[config.mk]
export PLATFORM = sky130hd
export DESIGN_NAME = line_rect_clip_engine_top
export DESIGN_NICKNAME = d
export VERILOG_FILES = /design/src/lrc_pkg.sv /design/src/line_rect_clip_engine_top.sv
export SDC_FILE = /design/constraint.sdc
export NUM_CORES = 2
export LEC_CHECK = 0
export ABC_AREA = 1
export BUFFER_PORTS_ARGS = -buffer_cell sky130_fd_sc_hd__buf_2
export CAP_MARGIN = 5
export CELL_PAD_IN_SITES_DETAIL_PLACEMENT = 1
export CELL_PAD_IN_SITES_GLOBAL_PLACEMENT = 2
export CORE_ASPECT_RATIO = 0.7
export CORE_MARGIN = 2
export CORE_UTILIZATION = 41
export CTS_BUF_LIST = sky130_fd_sc_hd__clkbuf_8
export DETAILED_ROUTE_END_ITERATION = 10
export GPL_TIMING_DRIVEN = 0
export PLACE_DENSITY_LB_ADDON = 0.05
export SYNTH_ARGS = -nofsm -noshare
export SYNTH_HDL_FRONTEND = slang
export SYNTH_SLANG_ARGS = --single-unit
[constraint.sdc]
create_clock -name clk -period 20 [get_ports clk]
set_input_delay 3 -clock clk [delete_from_list [all_inputs] [get_ports clk]]
set_output_delay 3 -clock clk [all_outputs]
set_load 0.01 [all_outputs]
[src/lrc_pkg.sv]
// Shared types and constants of the line and rectangle clip engine.
// Used by line_rect_clip_engine_top and lrc_checker; no dependencies.

package lrc_pkg;

	// Coordinates and register data
	localparam int COORD_W = 16;
	typedef logic signed [COORD_W-1:0] coord_t;

	// Coordinate differences need one extra bit
	localparam int DIFF_W = COORD_W + 1;
	typedef logic signed [DIFF_W-1:0] diff_t;

	// Exact product of two differences
	localparam int PROD_W = 2 * DIFF_W;
	typedef logic signed [PROD_W-1:0] prod_t;

	// Divider steps: one quotient bit per step
	localparam int DIV_CNT_W = $clog2(PROD_W);

	// Configuration register indexes
	localparam int CFG_IDX_W = 3;
	localparam logic [CFG_IDX_W-1:0] REG_CLIP_MIN_X    = 3'd0;
	localparam logic [CFG_IDX_W-1:0] REG_CLIP_MIN_Y    = 3'd1;
	localparam logic [CFG_IDX_W-1:0] REG_CLIP_MAX_X    = 3'd2;
	localparam logic [CFG_IDX_W-1:0] REG_CLIP_MAX_Y    = 3'd3;
	localparam logic [CFG_IDX_W-1:0] REG_CLIP_ENABLE   = 3'd4;
	localparam logic [CFG_IDX_W-1:0] REG_CLIP_SOFT_ONLY = 3'd5;

	// Region outcode bits
	typedef logic [3:0] outcode_t;
	localparam outcode_t OC_NONE   = 4'd0;
	localparam outcode_t OC_LEFT   = 4'd1;
	localparam outcode_t OC_RIGHT  = 4'd2;
	localparam outcode_t OC_TOP    = 4'd4;
	localparam outcode_t OC_BOTTOM = 4'd8;

	// Outcode rounds before a diagonal is given up
	localparam int CS_ROUNDS = 16;
	localparam int ROUND_W   = $clog2(CS_ROUNDS + 1);

	// Command codes
	localparam logic CMD_LINE = 1'b0;
	localparam logic CMD_RECT = 1'b1;

endpackage

[src/line_rect_clip_engine_top.sv]
// Line and rectangle clip engine: clips one primitive per item against the
// configured clip box. Depends on lrc_pkg.
//
// Usage:
//   Input channel (in_valid/in_ready) carries one primitive: cmd selects a
//   line or a filled rectangle, start/end give its coordinates. Output
//   channel (out_valid/out_ready) returns one result per item: visible and
//   the clipped coordinates, all zero when rejected.
//   Clip box and mode bits are written through cfg_we/cfg_index/cfg_data;
//   the user must write them only while the engine is idle, as the block
//   does not enforce it; writes then take effect on the next item.
//   Flow: rectangles, axis-aligned lines and unclipped primitives go from
//   S_PREP straight to S_FIN. A diagonal clipped in soft-only mode runs up
//   to 16 outcode rounds (at most 4 for any reachable input). Each round
//   runs one registered multiply and a 34-step restoring divider, one
//   quotient bit per cycle. One item is in work at a time: in_ready is
//   high only while the sequencer idles.
//   A finished result sits in the output register; while the receiver
//   stalls, the next item may be accepted and processed, and it waits in
//   its final state until the output register frees up.
//   Reset (arst_n low) clears all clip registers to zero, drops any item in
//   work and empties the output register.

module line_rect_clip_engine_top
	import lrc_pkg::*;
(
	input  logic                 clk,
	input  logic                 arst_n,
	// Configuration writes
	input  logic                 cfg_we,
	input  logic [CFG_IDX_W-1:0] cfg_index,
	input  logic [COORD_W-1:0]   cfg_data,
	// Input items
	input  logic                 in_valid,
	output logic                 in_ready,
	input  logic                 cmd,
	input  coord_t               start_x,
	input  coord_t               start_y,
	input  coord_t               end_x,
	input  coord_t               end_y,
	// Result items
	output logic                 out_valid,
	input  logic                 out_ready,
	output logic                 visible,
	output coord_t               out_start_x,
	output coord_t               out_start_y,
	output coord_t               out_end_x,
	output coord_t               out_end_y
);

	// Sequencer states
	localparam logic [2:0] S_IDLE = 3'd0;
	localparam logic [2:0] S_PREP = 3'd1;
	localparam logic [2:0] S_CODE = 3'd2;
	localparam logic [2:0] S_MUL  = 3'd3;
	localparam logic [2:0] S_ABS  = 3'd4;
	localparam logic [2:0] S_DIV  = 3'd5;
	localparam logic [2:0] S_UPD  = 3'd6;
	localparam logic [2:0] S_FIN  = 3'd7;

	logic [2:0] state_q;

	// Clip registers
	coord_t min_x_q, min_y_q, max_x_q, max_y_q;
	logic   enable_q, soft_q;

	// Working endpoints
	logic   cmd_q, vis_q;
	coord_t x1_q, y1_q, x2_q, y2_q;

	// Intersection operands
	coord_t edge_q, base_q;
	diff_t  num_q, frac_q, den_q;
	logic   xedge_q, side1_q;
	logic [ROUND_W-1:0] round_q;

	// Multiplier and divider registers
	prod_t                prod_q;
	logic [COORD_W-1:0]   den_mag_q;
	logic                 neg_den_q, den_zero_q, neg_q;
	logic [PROD_W-1:0]    dvd_q;
	logic [COORD_W-1:0]   rem_q;
	logic [COORD_W-1:0]   quo_q;
	logic [DIV_CNT_W-1:0] bit_cnt_q;

	// Output register
	logic   out_valid_q, out_vis_q;
	coord_t out_x1_q, out_y1_q, out_x2_q, out_y2_q;

	logic load_out;

	assign in_ready    = (state_q == S_IDLE);
	assign out_valid   = out_valid_q;
	assign visible     = out_vis_q;
	assign out_start_x = out_x1_q;
	assign out_start_y = out_y1_q;
	assign out_end_x   = out_x2_q;
	assign out_end_y   = out_y2_q;
	assign load_out    = (state_q == S_FIN) && (!out_valid_q || out_ready);

	// Box step: sort line corners, clamp to the clip box, classify
	coord_t ra_x, rb_x, ra_y, rb_y;
	coord_t ka_x, kb_x, ka_y, kb_y;
	logic   box_ok, inverted;
	logic   p_vis, p_diag;
	coord_t p_x1, p_y1, p_x2, p_y2;

	always_comb begin
		if (cmd_q == CMD_RECT || x1_q < x2_q) begin
			ra_x = x1_q;
			rb_x = x2_q;
		end else begin
			ra_x = x2_q;
			rb_x = x1_q;
		end
		if (cmd_q == CMD_RECT || y1_q < y2_q) begin
			ra_y = y1_q;
			rb_y = y2_q;
		end else begin
			ra_y = y2_q;
			rb_y = y1_q;
		end
		ka_x     = (ra_x < min_x_q) ? min_x_q : ra_x;
		ka_y     = (ra_y < min_y_q) ? min_y_q : ra_y;
		kb_x     = (rb_x > max_x_q) ? max_x_q : rb_x;
		kb_y     = (rb_y > max_y_q) ? max_y_q : rb_y;
		box_ok   = (kb_x >= ka_x) && (kb_y >= ka_y);
		inverted = (x2_q < x1_q) || (y2_q < y1_q);

		p_vis  = 1'b1;
		p_diag = 1'b0;
		p_x1   = x1_q;
		p_y1   = y1_q;
		p_x2   = x2_q;
		p_y2   = y2_q;
		if (cmd_q == CMD_RECT) begin
			if (inverted) begin
				p_vis = 1'b0;
			end else if (enable_q) begin
				p_vis = box_ok;
				p_x1  = ka_x;
				p_y1  = ka_y;
				p_x2  = kb_x;
				p_y2  = kb_y;
			end
		end else if (enable_q) begin
			if (!box_ok) begin
				p_vis = 1'b0;
			end else if (y1_q == y2_q) begin
				// horizontal or point: sorted x, common y
				p_x1 = ka_x;
				p_y1 = ka_y;
				p_x2 = kb_x;
				p_y2 = ka_y;
			end else if (x1_q == x2_q) begin
				p_x1 = ka_x;
				p_y1 = ka_y;
				p_x2 = ka_x;
				p_y2 = kb_y;
			end else if (soft_q) begin
				p_diag = 1'b1;
			end
		end
	end

	// Outcodes of both endpoints and the edge to cut next
	outcode_t c1, c2, csel;
	diff_t    dx, dy;
	coord_t   n_edge, n_base;
	diff_t    n_num, n_frac, n_den;
	logic     n_xedge;

	function automatic outcode_t region(coord_t x, coord_t y, coord_t lx, coord_t ly,
			coord_t hx, coord_t hy);
		outcode_t c;
		c = OC_NONE;
		if (x < lx) c = c | OC_LEFT;
		else if (x > hx) c = c | OC_RIGHT;
		if (y < ly) c = c | OC_TOP;
		else if (y > hy) c = c | OC_BOTTOM;
		return c;
	endfunction

	always_comb begin
		c1   = region(x1_q, y1_q, min_x_q, min_y_q, max_x_q, max_y_q);
		c2   = region(x2_q, y2_q, min_x_q, min_y_q, max_x_q, max_y_q);
		csel = (c1 != OC_NONE) ? c1 : c2;
		dx   = {x2_q[COORD_W-1], x2_q} - {x1_q[COORD_W-1], x1_q};
		dy   = {y2_q[COORD_W-1], y2_q} - {y1_q[COORD_W-1], y1_q};
		if ((csel & OC_LEFT) != OC_NONE) begin
			n_edge  = min_x_q;
			n_xedge = 1'b1;
		end else if ((csel & OC_RIGHT) != OC_NONE) begin
			n_edge  = max_x_q;
			n_xedge = 1'b1;
		end else if ((csel & OC_TOP) != OC_NONE) begin
			n_edge  = min_y_q;
			n_xedge = 1'b0;
		end else begin
			n_edge  = max_y_q;
			n_xedge = 1'b0;
		end
		if (n_xedge) begin
			n_num  = dy;
			n_den  = dx;
			n_base = y1_q;
			n_frac = {n_edge[COORD_W-1], n_edge} - {x1_q[COORD_W-1], x1_q};
		end else begin
			n_num  = dx;
			n_den  = dy;
			n_base = x1_q;
			n_frac = {n_edge[COORD_W-1], n_edge} - {y1_q[COORD_W-1], y1_q};
		end
	end

	// Divider step and final coordinate
	logic [COORD_W:0]   shifted;
	logic [COORD_W+1:0] trial;
	logic               qbit;
	diff_t              den_abs;
	prod_t              prod_abs;
	logic [COORD_W-1:0] quo_signed;
	coord_t             new_c;

	always_comb begin
		shifted    = {rem_q, dvd_q[PROD_W-1]};
		trial      = {1'b0, shifted} - {2'b00, den_mag_q};
		qbit       = !trial[COORD_W+1];
		den_abs    = den_q[DIFF_W-1] ? -den_q : den_q;
		prod_abs   = prod_q[PROD_W-1] ? -prod_q : prod_q;
		if (den_zero_q) quo_signed = '0;
		else if (neg_q) quo_signed = -quo_q;
		else quo_signed = quo_q;
		new_c      = base_q + coord_t'(quo_signed);
	end

	// Configuration registers
	always_ff @(posedge clk or negedge arst_n) begin
		if (!arst_n) begin
			min_x_q  <= '0;
			min_y_q  <= '0;
			max_x_q  <= '0;
			max_y_q  <= '0;
			enable_q <= 1'b0;
			soft_q   <= 1'b0;
		end else if (cfg_we) begin
			case (cfg_index)
				REG_CLIP_MIN_X:     min_x_q  <= cfg_data;
				REG_CLIP_MIN_Y:     min_y_q  <= cfg_data;
				REG_CLIP_MAX_X:     max_x_q  <= cfg_data;
				REG_CLIP_MAX_Y:     max_y_q  <= cfg_data;
				REG_CLIP_ENABLE:    enable_q <= cfg_data[0];
				REG_CLIP_SOFT_ONLY: soft_q   <= cfg_data[0];
				default: ;
			endcase
		end
	end

	// Sequencer
	always_ff @(posedge clk or negedge arst_n) begin
		if (!arst_n) begin
			state_q   <= S_IDLE;
			round_q   <= '0;
			bit_cnt_q <= '0;
		end else begin
			case (state_q)
				S_IDLE: if (in_valid) state_q <= S_PREP;
				S_PREP: begin
					round_q <= '0;
					state_q <= p_diag ? S_CODE : S_FIN;
				end
				S_CODE: begin
					if (round_q == ROUND_W'(CS_ROUNDS)) state_q <= S_FIN;
					else if ((c1 | c2) == OC_NONE) state_q <= S_FIN;
					else if ((c1 & c2) != OC_NONE) state_q <= S_FIN;
					else state_q <= S_MUL;
				end
				S_MUL: state_q <= S_ABS;
				S_ABS: begin
					bit_cnt_q <= '0;
					state_q   <= S_DIV;
				end
				S_DIV: begin
					bit_cnt_q <= bit_cnt_q + 1'b1;
					if (bit_cnt_q == DIV_CNT_W'(PROD_W - 1)) state_q <= S_UPD;
				end
				S_UPD: begin
					round_q <= round_q + 1'b1;
					state_q <= S_CODE;
				end
				S_FIN: if (load_out) state_q <= S_IDLE;
				default: state_q <= S_IDLE;
			endcase
		end
	end

	// Datapath: capture, box step, outcode rounds, multiply, divide, update
	always_ff @(posedge clk) begin
		case (state_q)
			S_IDLE: begin
				if (in_valid) begin
					cmd_q <= cmd;
					x1_q  <= start_x;
					y1_q  <= start_y;
					x2_q  <= end_x;
					y2_q  <= end_y;
				end
			end
			S_PREP: begin
				vis_q <= p_vis;
				x1_q  <= p_x1;
				y1_q  <= p_y1;
				x2_q  <= p_x2;
				y2_q  <= p_y2;
			end
			S_CODE: begin
				// accept inside, drop when both share an outside region or out of rounds
				if (round_q == ROUND_W'(CS_ROUNDS)) vis_q <= 1'b0;
				else if ((c1 | c2) == OC_NONE) vis_q <= 1'b1;
				else if ((c1 & c2) != OC_NONE) vis_q <= 1'b0;
				edge_q  <= n_edge;
				base_q  <= n_base;
				num_q   <= n_num;
				frac_q  <= n_frac;
				den_q   <= n_den;
				xedge_q <= n_xedge;
				side1_q <= (c1 != OC_NONE);
			end
			S_MUL: begin
				prod_q     <= num_q * frac_q;
				den_mag_q  <= den_abs[COORD_W-1:0];
				neg_den_q  <= den_q[DIFF_W-1];
				den_zero_q <= (den_q == '0);
			end
			S_ABS: begin
				neg_q <= prod_q[PROD_W-1] ^ neg_den_q;
				dvd_q <= prod_abs;
				rem_q <= '0;
				quo_q <= '0;
			end
			S_DIV: begin
				// restoring step: shift in one dividend bit, subtract if it fits
				dvd_q <= {dvd_q[PROD_W-2:0], 1'b0};
				rem_q <= qbit ? trial[COORD_W-1:0] : shifted[COORD_W-1:0];
				quo_q <= {quo_q[COORD_W-2:0], qbit};
			end
			S_UPD: begin
				if (side1_q) begin
					x1_q <= xedge_q ? edge_q : new_c;
					y1_q <= xedge_q ? new_c : edge_q;
				end else begin
					x2_q <= xedge_q ? edge_q : new_c;
					y2_q <= xedge_q ? new_c : edge_q;
				end
			end
			default: ;
		endcase
	end

	// Output register: hold until taken, zero coordinates on reject
	always_ff @(posedge clk or negedge arst_n) begin
		if (!arst_n) begin
			out_valid_q <= 1'b0;
		end else begin
			if (out_valid_q && out_ready) out_valid_q <= 1'b0;
			if (load_out) out_valid_q <= 1'b1;
		end
	end

	always_ff @(posedge clk) begin
		if (load_out) begin
			out_vis_q <= vis_q;
			out_x1_q  <= vis_q ? x1_q : '0;
			out_y1_q  <= vis_q ? y1_q : '0;
			out_x2_q  <= vis_q ? x2_q : '0;
			out_y2_q  <= vis_q ? y2_q : '0;
		end
	end

endmodule

==> parameters.txt <==
Parameter                              Value

Run status
  Run status ... complete, no violations

Yosys
  Mean Syn Cell Area ... 8.14 um2
  EDFF count, synth ... 335
  Seq/Total Area, Yosys ... 0.298
  Post-synth cell types ... 56
  Count of mapped cells out of synthesis ... about 5k
  Synth Flop Type ... sky130_fd_sc_hd__edfxtp_1
  Flip-flop and latch count after synthesis ... approximately 420
  Post-Synthesis Cell Area ... 0.0405 mm2
  Synthesized net count ... between 5k and 6k
  Number of synthesis warnings ... 0
  Post-synthesis async set-or-reset flop share ... 0.195

Final layout
  Area of the multi-input gates ... 0.0240 mm2
  Leading cell type in the layout, fill and taps excluded ... sky130_fd_sc_hd__nand2_1
  Layout Area Growth over Synthesis ... 10.4%
  Register cell area after layout ... between 0.01 and 0.015 mm2
  Highest-count cells in the layout ignoring fill and taps ... 1133 x sky130_fd_sc_hd__nand2_1, 998 x sky130_fd_sc_hd__inv_1, 389 x sky130_fd_sc_hd__ha_1
  Net count of the finished layout ... roughly 6k
  Number of filler cells placed in the layout ... 12.0k
  Fraction of final layout cells sized beyond drive strength 1 ... 0.0753

Timing
  Final worst clock skew ... 0.0584 ns
  Setup violations, final ... 0
  Portion of the clock cycle consumed by the worst path in the final layout ... 0.510
  Top achievable clock speed ... 0.0980 GHz
  Unrepaired setup endpoints after global routing ... false
  Final hold violation count ... 0
  Post-route minimum period ... just over 10 ns
  Final number of max-transition violations ... 0
  Post-route setup TNS ... 0 ns
  Relative slew margins ... 0.0804
  Pin slew with the least headroom to its limit ... ~1.4 ns

Drt
  Via count ... ~36k
  Count of antenna-violating nets left after detailed routing ... 0
  Aggregate routed wire length ... between 150 and 200 mm
  Wire per inst ... 25.0 um
  Drt first pass iters ... 6
  Vias per inst ... ~5.5
  Violation count after the first detailed-route iteration ... ~3.7k
  DRC violations left ... 0

Clocking
  CTS tree ... built
  Clock H-tree levels ... 3
  Maximum clock insertion buffer count ... 3
  Total clock sinks ... 416
  Post-cts repair resize count ... 0
  Hold_buf cts ... 0
  Clock buffer count from CTS ... 77
  Cell at the root of the clock tree ... sky130_fd_sc_hd__clkbuf_8
  Buffer count from post-CTS setup fixing ... 0
  Insertion delay of the later-clocked pin in the worst-skew pair ... between 0.7 and 0.8 ns
  Clock transition at path regs ... around 0.070 ns

Critical path
  Largest stage delay, worst path ... roughly 0.90 ns
  R2R setup slack ... 9.79 ns
  Critical path fanouts, max ... 22
  Required time reported for the critical path endpoint ... 20.42 ns
  Type of the worst setup path ... flip-flop to flip-flop
  CP Capture Type ... flip-flop
  Worst path slowest cell ... sky130_fd_sc_hd__o21ai_0
  Critical R2R Launch ... x1_q[8]
  Crit path max-delay family ... simple AND/OR/NAND/NOR gates
  Cell depth of the worst flop-to-flop path ... between 40 and 50
  Count of buffer and inverter cells on the critical path ... 8
  CP most frequent cell ... sky130_fd_sc_hd__nand2_1
  Capture instance of the worst register-to-register path ... x2_q[10]
  Startpoint Class ... flip-flop
  Endpoint arrival time on the critical path ... between 10 and 15 ns

Global route
  Largest net degree at the start of global routing ... ~60
  Via count of the first global-routing pass ... roughly 36k
  Remaining Overflow, GRT ... 0
  Wire length of the first global-routing pass ... 243 mm
  Number of antenna violations at the first check in global routing ... 9
  Tot GR Track Use ... 0.329

Worst hold path
  End point of the most critical hold path ... visible
  Tightest Hold Check Type ... flip-flop to flip-flop
  Startpoint of the most critical hold path ... vis_q
  Number of stages on the worst hold path ... 0

Floorplanning
  Die outline width ... 380 um
  Cell Rows ... 96
  Vertical die dimension ... about 270 um
  Core Box Area ... roughly 0.1 mm2
  Initial core utilization ... 0.414
  Ports ... 156
  Overall die area ... between 0.1 and 0.15 mm2

Place
  Last weighted congestion value of the routability-driven placer ... 0.976
  Detail Placement HPWL ... approximately 140 mm
  # port buffers ... roughly 160

Run
  Max-cap viol count ... 0
## metrics by stage
step	std cells	area (um2)	setup slack [ns]	hold slack [ns]	utilization
2_1_floorplan	4978	40500	11.90	0.424	-
3_3_place_gp	6456	43000	6.28	0.432	0.438
3_5_place_dp	6469	43300	10.35	0.446	0.441
4_1_cts	6611	44700	10.28	0.460	0.456
5_1_grt	6612	44700	9.39	0.459	0.456
6_report	6616	44700	9.79	0.456	0.457
## worst max-delay path by stage
stage | from | end | slack [ns] | cells after the start
after floorplan | y1_q[0] | x1_q[0] | 11.90 | 37
after global placement | x1_q[8] | y1_q[13] | 6.28 | 39
after detailed placement | x1_q[8] | x2_q[11] | 10.35 | 41
after CTS | x1_q[8] | x2_q[10] | 10.28 | 41
after global routing | x1_q[8] | x2_q[10] | 9.39 | 41
final | x1_q[8] | x2_q[10] | 9.79 | 41
## layout make-up
class / count / share of cell area
multi-input cells: 3390 / 0.537
flip-flops and latches: 416 / 0.270
inverters: 992 / 0.0832
well taps: 1323 / 0.0370
clock buffers: 78 / 0.0240
repair buffers: 168 / 0.0228
plain buffers: 180 / 0.0170
clock inverters: 64 / 0.00889
diodes: 5 / 0.000280
## registers in the layout, indices dropped and copies added (netlist names), 17 cells and up
signal,count
prod_q,34
frac_q,17
dvd_q,34
den_q,17
num_q,17
## cells by family (layout without fill, tap and decap cells)
kind of cell | Yosys count | in the layout | synth area share
fa+ha+maj | 690 | 690 | 0.269
compound gates | 878 | 878 | 0.117
flops | 416 | 416 | 0.298
xor+xnor | 160 | 160 | 0.0346
buf+inv | 1172 | 1482 | 0.111
simple gates | 1662 | 1662 | 0.171
other cells | 0 | 5 | 0
## cells in the mapped netlist (3+ instances only)
cell type,n,area [um2]
sky130_fd_sc_hd__inv_1,972,3650
sky130_fd_sc_hd__nand3_2,11,110
sky130_fd_sc_hd__or2_2,18,113
sky130_fd_sc_hd__xnor2_1,72,631
sky130_fd_sc_hd__a31oi_1,25,156
sky130_fd_sc_hd__o31ai_1,8,60.1
sky130_fd_sc_hd__buf_2,14,70.1
sky130_fd_sc_hd__nor3_1,55,275
sky130_fd_sc_hd__o21ai_0,374,1870
sky130_fd_sc_hd__nand2_1,1133,4250
sky130_fd_sc_hd__o22ai_1,3,18.8
sky130_fd_sc_hd__inv_2,19,71.3
sky130_fd_sc_hd__o21bai_1,14,105
sky130_fd_sc_hd__a221oi_1,5,43.8
sky130_fd_sc_hd__a21o_1,11,82.6
sky130_fd_sc_hd__dfrtp_1,81,2030
sky130_fd_sc_hd__and2_1,7,43.8
sky130_fd_sc_hd__nand3b_1,6,45.0
sky130_fd_sc_hd__o211ai_1,19,143
sky130_fd_sc_hd__nor4_1,6,37.5
sky130_fd_sc_hd__ha_1,389,4870
sky130_fd_sc_hd__nand4_1,28,175
sky130_fd_sc_hd__fa_1,301,6030
sky130_fd_sc_hd__clkbuf_1,153,574
sky130_fd_sc_hd__a21oi_1,331,1660
sky130_fd_sc_hd__xor2_1,88,771
sky130_fd_sc_hd__nand3_1,136,681
sky130_fd_sc_hd__o21a_1,20,150
sky130_fd_sc_hd__nor2_1,204,766
sky130_fd_sc_hd__o221ai_1,5,43.8
sky130_fd_sc_hd__nand2_4,10,113
sky130_fd_sc_hd__a211oi_1,8,60.1
sky130_fd_sc_hd__a21boi_0,4,30.0
sky130_fd_sc_hd__nand2_2,36,225
sky130_fd_sc_hd__buf_4,6,45.0
sky130_fd_sc_hd__edfxtp_1,335,10100
sky130_fd_sc_hd__buf_6,3,33.8
sky130_fd_sc_hd__o21ai_1,35,175
sky130_fd_sc_hd__nor3b_1,8,60.1
## per-layer routing
layer | share of wire | wire length (um) | global-route usage
met4 | 0.021 | 3490 | 0.0679
met5 | 0.00012 | 20 | 0
met2 | 0.38 | 62100 | 0.437
met3 | 0.11 | 17500 | 0.0883
met1 | 0.50 | 82300 | 0.521
Power is left out: the tool's default activity adds up to more than one toggle a clock period on the data nets, which glitch-free logic cannot reach.
